[config.mk]
export PLATFORM = sky130hd
export DESIGN_NAME = three_axis_moving_average
export DESIGN_NICKNAME = d
export VERILOG_FILES = /design/src/sv/tmav_pkg.sv /design/src/sv/three_axis_moving_average.sv /design/src/sv/tmav_ring.sv /design/src/sv/tmav_divider.sv
export SDC_FILE = /design/constraint.sdc
export NUM_CORES = 2
export LEC_CHECK = 0
export BUFFER_PORTS_ARGS = -buffer_cell sky130_fd_sc_hd__buf_2
export CORE_MARGIN = 2
export CORE_UTILIZATION = 29
export DETAILED_ROUTE_END_ITERATION = 10
export SLEW_MARGIN = 25
export SYNTH_ARGS = -nofsm -noshare
export SYNTH_HDL_FRONTEND = slang
export SYNTH_SLANG_ARGS = --single-unit
[constraint.sdc]
create_clock -name aclk -period 7.5 [get_ports aclk]
set_input_delay 0.375 -clock aclk [delete_from_list [all_inputs] [get_ports aclk]]
set_output_delay 0.375 -clock aclk [all_outputs]
set_load 0.05 [all_outputs]
[src/sv/tmav_pkg.sv]
// Shared constants and types for the three-axis moving-average filter.
package tmav_pkg;

    localparam int SAMPLE_BITS = 16;
    localparam int AXES        = 3;
    // The ring index wraps by dropping carry bits, so the depth is a power of two.
    localparam int MAX_WINDOW  = 64;
    localparam int SLOT_BITS   = $clog2(MAX_WINDOW);
    localparam int COUNT_BITS  = SLOT_BITS + 1;
    localparam int SUM_BITS    = SAMPLE_BITS + SLOT_BITS;
    localparam int ITER_BITS   = $clog2(SUM_BITS);
    localparam int ROW_BITS    = AXES * SAMPLE_BITS;
    localparam int HELD_BITS   = 6;

    localparam logic [HELD_BITS-1:0] HELD_RESET = HELD_BITS'(7);

    typedef struct packed {
        logic                 wr_en;
        logic [SLOT_BITS-1:0] wr_addr;
        logic [ROW_BITS-1:0]  wr_data;
        logic                 rd_en;
        logic [SLOT_BITS-1:0] rd_addr;
    } ring_req_t;

endpackage

[src/sv/three_axis_moving_average.sv]
// Top level of the three-axis moving-average filter.
//
// Each input beat on s_axis carries one x, y and z acceleration sample. The
// block adds it to a window of the last held_samples + 1 samples (fewer until
// the window has filled) and returns one beat on m_axis with the mean of each
// axis, truncated toward zero. The window length is written on the cfg
// channel; a write also empties the window so averaging starts over.
// The cfg channel is taken only while the block is idle.
//
// A result is formed in steps after its input beat is accepted. The accepting
// edge stores the sample and updates the running sums. In the start state that
// follows, the oldest sample leaves the sums and the dividers start. The three
// bit-serial dividers then run side by side and retire one quotient bit per
// cycle over the 22-bit sums. Once they finish and the output register is free,
// the quotients move into the output register. The next input beat is taken in
// the cycle after the result is loaded, so a new beat is only taken once the
// last one is through.
//
// After reset the window is empty and held_samples is 7. If the receiver
// stalls, the result waits in the output register; the next input beat is
// still accepted and computed, and its result is held back until the output
// register is taken. No further input beat is taken meanwhile.
module three_axis_moving_average
    import tmav_pkg::*;
(
    input  logic                 aclk,
    input  logic                 aresetn,
    // Input samples.
    input  logic                 s_axis_tvalid,
    output logic                 s_axis_tready,
    input  logic [ROW_BITS-1:0]  s_axis_tdata,   // accel_x, accel_y, accel_z from bit 0 up
    // Averages.
    output logic                 m_axis_tvalid,
    input  logic                 m_axis_tready,
    output logic [ROW_BITS-1:0]  m_axis_tdata,   // avg_x, avg_y, avg_z from bit 0 up
    // held_samples register write.
    input  logic                 cfg_valid,
    output logic                 cfg_ready,
    input  logic [HELD_BITS-1:0] cfg_data
);

    typedef enum logic [1:0] {
        ST_IDLE,
        ST_START,
        ST_RUN
    } state_t;

    state_t                     state_reg, state_next;
    logic [HELD_BITS-1:0]       held_reg, held_next;
    logic [SLOT_BITS-1:0]       slot_reg, slot_next;
    logic [SLOT_BITS-1:0]       fill_reg, fill_next;
    logic [COUNT_BITS-1:0]      count_reg, count_next;
    logic signed [SUM_BITS-1:0] sum_reg [AXES];
    logic signed [SUM_BITS-1:0] sum_next [AXES];
    logic [ROW_BITS-1:0]        sample_reg, sample_next;
    logic                       sub_reg, sub_next;
    logic                       self_reg, self_next;
    logic                       m_valid_reg, m_valid_next;
    logic [ROW_BITS-1:0]        m_data_reg, m_data_next;

    logic                       in_accept;
    logic                       cfg_accept;
    logic                       out_free;
    logic                       div_start;
    logic [AXES-1:0]            div_busy;
    logic [SAMPLE_BITS-1:0]     quotient [AXES];
    logic [ROW_BITS-1:0]        ring_rd_data;
    logic [ROW_BITS-1:0]        oldest;
    ring_req_t                  ring_req;

    // Configuration wins over a sample offered in the same idle cycle.
    assign cfg_ready     = (state_reg == ST_IDLE);
    assign s_axis_tready = (state_reg == ST_IDLE) && !cfg_valid;
    assign in_accept     = s_axis_tvalid && s_axis_tready;
    assign cfg_accept    = cfg_valid && cfg_ready;
    assign out_free      = !m_valid_reg || m_axis_tready;
    assign div_start     = (state_reg == ST_START);

    // With a single kept sample the oldest entry is the one just written,
    // which is still in the sample register and not yet readable from the ring.
    assign oldest = self_reg ? sample_reg : ring_rd_data;

    always_comb begin
        ring_req.wr_en   = in_accept;
        ring_req.wr_addr = slot_reg;
        ring_req.wr_data = s_axis_tdata;
        ring_req.rd_en   = in_accept;
        ring_req.rd_addr = slot_reg - fill_reg;
    end

    always_comb begin
        state_next   = state_reg;
        held_next    = held_reg;
        slot_next    = slot_reg;
        fill_next    = fill_reg;
        count_next   = count_reg;
        sample_next  = sample_reg;
        sub_next     = sub_reg;
        self_next    = self_reg;
        m_valid_next = m_valid_reg;
        m_data_next  = m_data_reg;
        for (int a = 0; a < AXES; a++) begin
            sum_next[a] = sum_reg[a];
        end

        if (m_valid_reg && m_axis_tready) begin
            m_valid_next = 1'b0;
        end

        unique case (state_reg)
            ST_IDLE: begin
                if (cfg_accept) begin
                    held_next = cfg_data;
                    slot_next = '0;
                    fill_next = '0;
                    for (int a = 0; a < AXES; a++) begin
                        sum_next[a] = '0;
                    end
                end else if (in_accept) begin
                    for (int a = 0; a < AXES; a++) begin
                        sum_next[a] = sum_reg[a] + SUM_BITS'(signed'(
                            s_axis_tdata[a*SAMPLE_BITS +: SAMPLE_BITS]));
                    end
                    sample_next = s_axis_tdata;
                    count_next  = {1'b0, fill_reg} + 1'b1;
                    // A full window drops its oldest sample once the mean is formed.
                    sub_next    = (fill_reg >= held_reg);
                    self_next   = (fill_reg == '0);
                    slot_next   = slot_reg + 1'b1;
                    fill_next   = (fill_reg >= held_reg) ? fill_reg : fill_reg + 1'b1;
                    state_next  = ST_START;
                end
            end
            ST_START: begin
                // The dividers latch the sums in this cycle, so the oldest
                // sample can leave the running sums at the same edge.
                if (sub_reg) begin
                    for (int a = 0; a < AXES; a++) begin
                        sum_next[a] = sum_reg[a] - SUM_BITS'(signed'(
                            oldest[a*SAMPLE_BITS +: SAMPLE_BITS]));
                    end
                end
                state_next = ST_RUN;
            end
            ST_RUN: begin
                if (!div_busy[0] && out_free) begin
                    m_valid_next = 1'b1;
                    for (int a = 0; a < AXES; a++) begin
                        m_data_next[a*SAMPLE_BITS +: SAMPLE_BITS] = quotient[a];
                    end
                    state_next = ST_IDLE;
                end
            end
            default: state_next = ST_IDLE;
        endcase
    end

    always_ff @(posedge aclk) begin
        if (!aresetn) begin
            state_reg   <= ST_IDLE;
            held_reg    <= HELD_RESET;
            slot_reg    <= '0;
            fill_reg    <= '0;
            m_valid_reg <= 1'b0;
            for (int a = 0; a < AXES; a++) begin
                sum_reg[a] <= '0;
            end
        end else begin
            state_reg   <= state_next;
            held_reg    <= held_next;
            slot_reg    <= slot_next;
            fill_reg    <= fill_next;
            m_valid_reg <= m_valid_next;
            for (int a = 0; a < AXES; a++) begin
                sum_reg[a] <= sum_next[a];
            end
        end
        count_reg  <= count_next;
        sample_reg <= sample_next;
        sub_reg    <= sub_next;
        self_reg   <= self_next;
        m_data_reg <= m_data_next;
    end

    assign m_axis_tvalid = m_valid_reg;
    assign m_axis_tdata  = m_data_reg;

    tmav_ring u_ring (
        .aclk      (aclk),
        .req_i     (ring_req),
        .rd_data_o (ring_rd_data)
    );

    for (genvar g = 0; g < AXES; g++) begin : g_lane
        tmav_divider u_div (
            .aclk       (aclk),
            .aresetn    (aresetn),
            .start_i    (div_start),
            .dividend_i (sum_reg[g]),
            .divisor_i  (count_reg),
            .busy_o     (div_busy[g]),
            .quotient_o (quotient[g])
        );
    end

`ifndef SYNTHESIS
    // The number of kept samples never exceeds the configured count.
    assert property (@(posedge aclk) disable iff (!aresetn)
        fill_reg <= held_reg)
        else $error("kept sample count exceeds held_samples");

    // The three divider lanes run in lock step.
    assert property (@(posedge aclk) disable iff (!aresetn)
        div_busy[0] == div_busy[1] && div_busy[1] == div_busy[2])
        else $error("divider lanes out of step");

    // A register write empties the window.
    assert property (@(posedge aclk) disable iff (!aresetn)
        cfg_accept |=> fill_reg == '0 && slot_reg == '0)
        else $error("configuration write did not clear the window");

    // The dividers are busy as the run state begins after their start.
    assert property (@(posedge aclk) disable iff (!aresetn)
        div_start |=> div_busy[0] && state_reg == ST_RUN)
        else $error("dividers not running after start");
`endif

endmodule

[src/sv/tmav_ring.sv]
// Sample ring: one write port and one registered read port.
module tmav_ring
    import tmav_pkg::*;
(
    input  logic                aclk,
    input  ring_req_t           req_i,
    output logic [ROW_BITS-1:0] rd_data_o
);

    logic [ROW_BITS-1:0] mem [MAX_WINDOW];
    logic [ROW_BITS-1:0] rd_data_reg;

    always_ff @(posedge aclk) begin
        if (req_i.wr_en) begin
            mem[req_i.wr_addr] <= req_i.wr_data;
        end
        if (req_i.rd_en) begin
            rd_data_reg <= mem[req_i.rd_addr];
        end
    end

    assign rd_data_o = rd_data_reg;

endmodule

[src/sv/tmav_divider.sv]
// Bit-serial signed divider: one quotient bit per cycle, truncating toward zero.
module tmav_divider
    import tmav_pkg::*;
(
    input  logic                          aclk,
    input  logic                          aresetn,
    input  logic                          start_i,
    input  logic signed [SUM_BITS-1:0]    dividend_i,
    input  logic        [COUNT_BITS-1:0]  divisor_i,
    output logic                          busy_o,
    output logic        [SAMPLE_BITS-1:0] quotient_o
);

    logic                  busy_reg, busy_next;
    logic [ITER_BITS-1:0]  iter_reg, iter_next;
    logic                  neg_reg, neg_next;
    logic [COUNT_BITS-1:0] div_reg, div_next;
    logic [COUNT_BITS-1:0] rem_reg, rem_next;
    logic [SUM_BITS-1:0]   shift_reg, shift_next;
    logic [COUNT_BITS:0]   trial;
    logic [COUNT_BITS:0]   diff;
    logic                  qbit;
    logic [SUM_BITS-1:0]   mag;

    // The dividend shifts out at the top while quotient bits shift in below.
    always_comb begin
        mag        = dividend_i[SUM_BITS-1] ? SUM_BITS'(-dividend_i) : dividend_i;
        trial      = {rem_reg, shift_reg[SUM_BITS-1]};
        diff       = trial - {1'b0, div_reg};
        qbit       = (trial >= {1'b0, div_reg});
        busy_next  = busy_reg;
        iter_next  = iter_reg;
        neg_next   = neg_reg;
        div_next   = div_reg;
        rem_next   = rem_reg;
        shift_next = shift_reg;
        if (start_i) begin
            busy_next  = 1'b1;
            iter_next  = ITER_BITS'(SUM_BITS - 1);
            neg_next   = dividend_i[SUM_BITS-1];
            div_next   = divisor_i;
            rem_next   = '0;
            shift_next = mag;
        end else if (busy_reg) begin
            rem_next   = qbit ? diff[COUNT_BITS-1:0] : trial[COUNT_BITS-1:0];
            shift_next = {shift_reg[SUM_BITS-2:0], qbit};
            iter_next  = iter_reg - 1'b1;
            if (iter_reg == '0) begin
                busy_next = 1'b0;
            end
        end
    end

    always_ff @(posedge aclk) begin
        if (!aresetn) begin
            busy_reg <= 1'b0;
            iter_reg <= '0;
        end else begin
            busy_reg <= busy_next;
            iter_reg <= iter_next;
        end
        neg_reg   <= neg_next;
        div_reg   <= div_next;
        rem_reg   <= rem_next;
        shift_reg <= shift_next;
    end

    assign busy_o     = busy_reg;
    assign quotient_o = neg_reg ? SAMPLE_BITS'(-shift_reg[SAMPLE_BITS-1:0])
                                : shift_reg[SAMPLE_BITS-1:0];

endmodule
After elaboration in Yosys (flattened, before gate mapping)
Memory sizes are Yosys's and may differ from the RTL's. A register that Yosys moved wholly into a read port is not among the register bits.
Index checks and enable logic that the tools add are counted.
{ "op_classes": {"eq_ne": 6, "n_reduce_logical": 25, "n_mux": 54, "n_lt_le_gt_ge": 4, "addsub": 22, "bitwise_logic": 5} }
{ "ops": {"columns": ["cell", "n"], "rows": [
  ["$mux 22", 12],
  ["$mux 66", 3],
  ["$pmux 66 s2", 1],
  ["$add 22x16->22", 3],
  ["$neg 22->22", 3],
  ["$sub 22x16->22", 3],
  ["$mux 16", 3],
  ["$mux 48", 1],
  ["$neg 16->16", 3],
  ["$mux 5", 6],
  ["$mux 6", 5],
  ["$ge 8x7->1", 3],
  ["$mux 7", 3],
  ["$sub 7x7->7", 3],
  ["$mux 1", 16],
  ["$logic_not 5->1", 3],
  ["$sub 5x1->5 const B", 3],
  ["$add 6x1->6 const B", 2],
  ["$reduce_and 3->1", 3],
  ["$reduce_bool 2->1", 4],
  ["$add 6x1->7 const B", 1],
  ["$ge 6x6->1", 1],
  ["$logic_not 6->1", 1],
  ["$mux 2", 3],
  ["other kinds (14)", 27]
]} }
{ "totals": {"memories": 2, "ram_bits": 3138, "ff_bits": 241} }
{ "memory_table": {"columns": ["name", "depth", "word_bits", "rd", "rd_clocked_by_memory_dff", "write_ports", "line_no", "rtl"], "rows": [
  ["u_ring.mem", 64, 48, 1, 1, 1, "tmav_ring.sv:10", "logic [ROW_BITS-1:0] mem [MAX_WINDOW];"],
  ["sum_reg", 3, 22, 3, 0, 3, "three_axis_moving_average.sv:53", "logic signed [SUM_BITS-1:0] sum_reg [AXES];"]
]} }

Logic depth before layout (Yosys ltp)
{ "logic_depth": {"depth_word": 7, "mapped_depth": 13, "depth_no_buf": 12} }

Cells and area by module
A second synthesis with hierarchy kept.
{ "unflattened": {"cells_unflattened": 7394, "area_unflattened_um2": 140253.3} }
{ "modules_own_cells": {"columns": ["module", "cells_each", "seq_area_each_um2", "area_per_inst_um2", "n_inst"], "rows": [
  ["tmav_ring", 4970, 93689.9, 117597.8, 1],
  ["three_axis_moving_average", 1425, 4894.7, 13565.5, 1],
  ["tmav_divider at g_lane[0].u_div ...", 332, 1161.1, 3015.4, 2],
  ["tmav_divider at g_lane[2].u_div", 335, 1161.1, 3059.2, 1]
]} }

Worst setup path after synthesis
No wires, ideal clock.
{ "synth_timing": {"path_type": "register -> register", "startpoint": "reg state_reg[1]", "endpoint": "mem u_ring.mem[59][0] (netlist bit) (enable)", "path_stages_with_launch": 6, "setup_time_ns": 0.454, "setup_slack_ns": 0.322, "arrival_time_ns": 6.724, "n_path_buf": 0, "synth_period_minus_slack_ns": 7.178, "cell_sequence": "dfxtp_1 nor2_1 nand2_1 nor2_1 nand4b_1 nor2_1"} }
{ "synth_between": {"elab_chain_len": 5} }
{ "synth_rtl": {"columns": ["item", "line_no", "rtl"], "rows": [
  ["start, declared", "three_axis_moving_average.sv:48", "state_t state_reg, state_next;"],
  ["start signal, assigned", "three_axis_moving_average.sv:169", "state_reg <= state_next;"],
  ["$logic_not 2->1", null, null],
  ["net cfg_ready", "three_axis_moving_average.sv:38", "output logic cfg_ready,"],
  ["$logic_and 1x1->1", "three_axis_moving_average.sv:73", "assign s_axis_tready = (state_reg == ST_IDLE) && !cfg_valid;"],
  ["$logic_and 1x1->1", "three_axis_moving_average.sv:74", "assign in_accept = s_axis_tvalid && s_axis_tready;"],
  ["net in_accept", "three_axis_moving_average.sv:61", "logic in_accept;"],
  ["$mux 1", "tmav_ring.sv:14", "if (req_i.wr_en) begin"],
  ["$mux 1 (not written as such)", "tmav_ring.sv:15", "mem[req_i.wr_addr] <= req_i.wr_data;"],
  ["end, declared", "tmav_ring.sv:10", null]
]} }
The timed path passes the listed nets, and every way through them passes these cells.

Worst setup path in the final report
{ "layout_timing": {"startpoint": "reg slot_reg[0]", "endpoint": "reg u_ring.rd_data_reg[16] (netlist: u_ring.rd_data_o[16]) (read register of u_ring.mem), data pin"} }
{ "layout_between": {"elab_chain_len": 1} }
{ "layout_rtl": {"columns": ["item", "line_no", "rtl"], "rows": [
  ["start, declared", "three_axis_moving_average.sv:50", "logic [SLOT_BITS-1:0] slot_reg, slot_next;"],
  ["start signal, assigned", "three_axis_moving_average.sv:171", "slot_reg <= slot_next;"],
  ["$sub 6x6->6", "three_axis_moving_average.sv:88", "ring_req.rd_addr = slot_reg - fill_reg;"],
  ["end, declared", "tmav_ring.sv:11", "logic [ROW_BITS-1:0] rd_data_reg;"]
]} }
Every way passes these cells.
A chain may end at the register's enable or synchronous reset.

==> results.toml <==
[clocking]
cts_sinks = 3427
htree_levels = 5
clk_path_buf_depth = 4
cts-root-buf = "clkbuf_16"
cts.reportedPaths.clkPinSlew_ns = 0.06
cts_setup_buffers = 0
cts_buffers = 364
cts_tree = "done"
clk_latency_ns = 0.95

[global_routing]
grt_pass1_wl_microns = 541000
top_usage_layer = "met2"
use_met2_pct = 24.6
first_global_vias = 72400
gr-usage-met3_pct = 2.38
grt-ovfl-total = 0
grt_max_degree = 86
grt_usage_pct = 15.2
antenna_found_initial = 41
grt.met1_usage_pct = 21.4

[drt]
wire_per_inst_microns = 27.2
drt_iter0_markers = 9325
ant_nets = 0
dr.pass1.iters = 8
vias = 72500
drc = 0
vias_per_cell = 5.15
wl_microns = 382000

[yosys]
synth-xor-area-share_pct = 1.34
synth_adder_area_share_pct = 1.74
ys_seq_elements = 3427
syn_inst = 6951
synth_top_family_by_area = "multiplexers"
yosys-top-cells-count = "3,301 x edfxtp_1, 960 x mux4_2, 238 x o21ai_0, 223 x nor2_1, 220 x nand2_1"
async_flop_share_pct = 0
yosysWarnings = 0
synth_top_area_cell = "edfxtp_1"
synth_cell_types = 75
syn_area_per_cell_sq_um = 20.1
synth_area_sq_um = 140000
synth.top_cell.area_share_pct = 71.0
yosysMostFrequentCell = "edfxtp_1"
muxShareOfSynthArea_pct = 16.4
synth_edf_count = 3301
synth-compound-area-share_pct = 3.77
synth-main-ff-cell = "edfxtp_1"
synth-seq-area-share_pct = 72.8
ys_top_cells_by_area = "edfxtp_1 71%, mux4_2 15%, dfxtp_1 1.8%"
synthSimpleGateAreaFrac_pct = 2.68
syn_nets = 7198

[timing]
hold_slack_ns = 0.0696
hold_violations = 0
rsz0062_at_grt = "no"
fin_skew_ns = 0.0716
fin_crit_ns = 5.38
fin_tns_setup_ns = 0
max_freq_ghz = 0.186
finalSetupViolations = 0
relSlewSlack_pct = 26.7
worst_pin_slew_ns = 1.10
drv_slew = 0
min_period_over_period_pct = 71.8

[power]
power_leakage_nw = 51.1
ir_drop_v = 0.000194
cell_internal_pwr_mw = 33.9
p_sw_share_pct = 23.8
combPwrFrac_pct = 11.3
pwr-share-clk_pct = 40.5
p_per_area_nw_per_um2 = 275
pwr-share-seq_pct = 48.2
p_switching_mw = 10.6
p_total_mw = 44.5

[finish]
final_area_sq_um = 162000
final_cells = 14100
multiInputGateArea_sq_um = 36900
area_growth_pct = 16.0
regArea_sq_um = 102000
fill_cells = 44600
largest_register_ffs = 3072
nets = 7620
drive_above_1_share_pct = 25.8

[floorplanning]
die_h_microns = 698
ioPinCount = 110
die_x_microns = 698
core_sq_um = 479000
placementRows = 254
start_util_pct = 29.1
dieArea_sq_um = 487000

[critical_path]
cp_slowest_stage_delay_ns = 1.29
cp.arrival_ns = 5.99
path_cells = "inv_1 > ha_4 > inv_1 > fa_4 > buf_4 > buf_4 > mux4_2 > mux4_2 > nor2b_1 > a211oi_2 > a21oi_1"
critPathTopFamily = "adder cells"
critPathRequiredTime_ns = 8.11
crit_fanout = 34
slowest_stage = "fa_4"
crit_type = "register to register"
cp-start-kind = "register"
worstSetupEndpointType = "register"
crit_buf_inv = 4

[placement]
dp_hpwl_microns = 228000
place.gp.congestion = 0.813
place_area_sq_um = 150000
dp.cells = 13400
port_buffers = 109

[job]
cap_violations = 0

[run_status]
status = "finished, final reports clean"

[worst_hold_path]
hold_path.class = "input pin to register"
[layout make-up]
cell class / instances / share of cell area, %
clock buffers: 421 / 5.83
repair buffers: 394 / 1.92
flip-flops and latches: 3427 / 62.8
multi-input cells: 3096 / 22.8
clock inverters: 234 / 1.53
diodes: 5 / 0.00773
inverters: 90 / 0.209
well taps: 6400 / 4.95
[timing repair]
action | 4_1_cts | 5_1_grt
resized for setup | 0 | 0
endpoints found under the hold margin | 135 | 0
hold buffers | 19 | 0
[cell usage in the layout (no fill, tap or decap), types with 35 or more instances in the layout]
cell type     n
clkbuf_16   369
xor2_1       86
nor3_1       53
o21ai_0     238
nand3_1      42
dfxtp_1     126
buf_2       109
nand2_1     220
clkbuf_1     52
a21o_1       46
o31ai_1      35
xnor2_1     124
edfxtp_1   3301
mux2i_1     120
mux4_2      960
a21oi_1     214
nor2b_1      71
clkinv_1     79
ha_1        177
clkinv_2     69
inv_1        89
a211oi_1     82
nor2_4       67
buf_4       236
nor2_1      156
bufinv_16    43
[power groups by stage]
stage                     combinational [mW]  clock (mW)  sequential, mW
after CTS                               5.07        18.4            21.5
final                                   5.04        18.0            21.5
after global routing                    5.43        19.1            21.5
after detailed placement                5.04           0            21.9
after floorplan                         3.44           0            21.7
after global placement                  4.94           0            21.9
[metal layers]
metal  wire (microns)  up-vias  share of wire, %
li1                 -    29800                 -
met1           160000    38800                42
met2           181000     3310                47
met3            32200      570               8.4
met4             8790        8               2.3
met5               48        -             0.013
[metrics by stage]
step | worst slack (ns) | util [%]
final | 2.12 | 33.8
after floorplan | 0.322 | -
after global routing | 1.91 | 33.8
after global placement | 1.66 | 31.2
after detailed placement | 2.24 | 31.3
after CTS | 2.19 | 33.8
[final timing paths]
| check | startpoint | to | slack [ns] | depth (start not counted) |
|---|---|---|---|---|
| max | slot_reg[0]$_SDFFE_PN0P_ | u_ring.rd_data_o[16]$_DFFE_PP_ | 2.12 | 11 |
| min reg2reg | count_reg[6]$_DFFE_PP_ | g_lane[2].u_div.div_reg[6]$_DFFE_PP_ | 0.42 | 0 |
| max reg2reg | slot_reg[0]$_SDFFE_PN0P_ | u_ring.rd_data_o[16]$_DFFE_PP_ | 2.12 | 11 |
| min | s_axis_tdata[23] | u_ring.mem[62][23]$_DFFE_PP_ | 0.07 | 1 |
[kinds of logic after synthesis]
kind of cell / count (synthesis)
flip-flops: 3427
multiplexers: 1088
AO/OA/AOI/OAI: 830
AND/OR/NAND/NOR: 776
buffers and inverters: 428
XOR/XNOR: 214
adder cells (fa/ha/maj): 188
(Power assumes the default switching activity.)
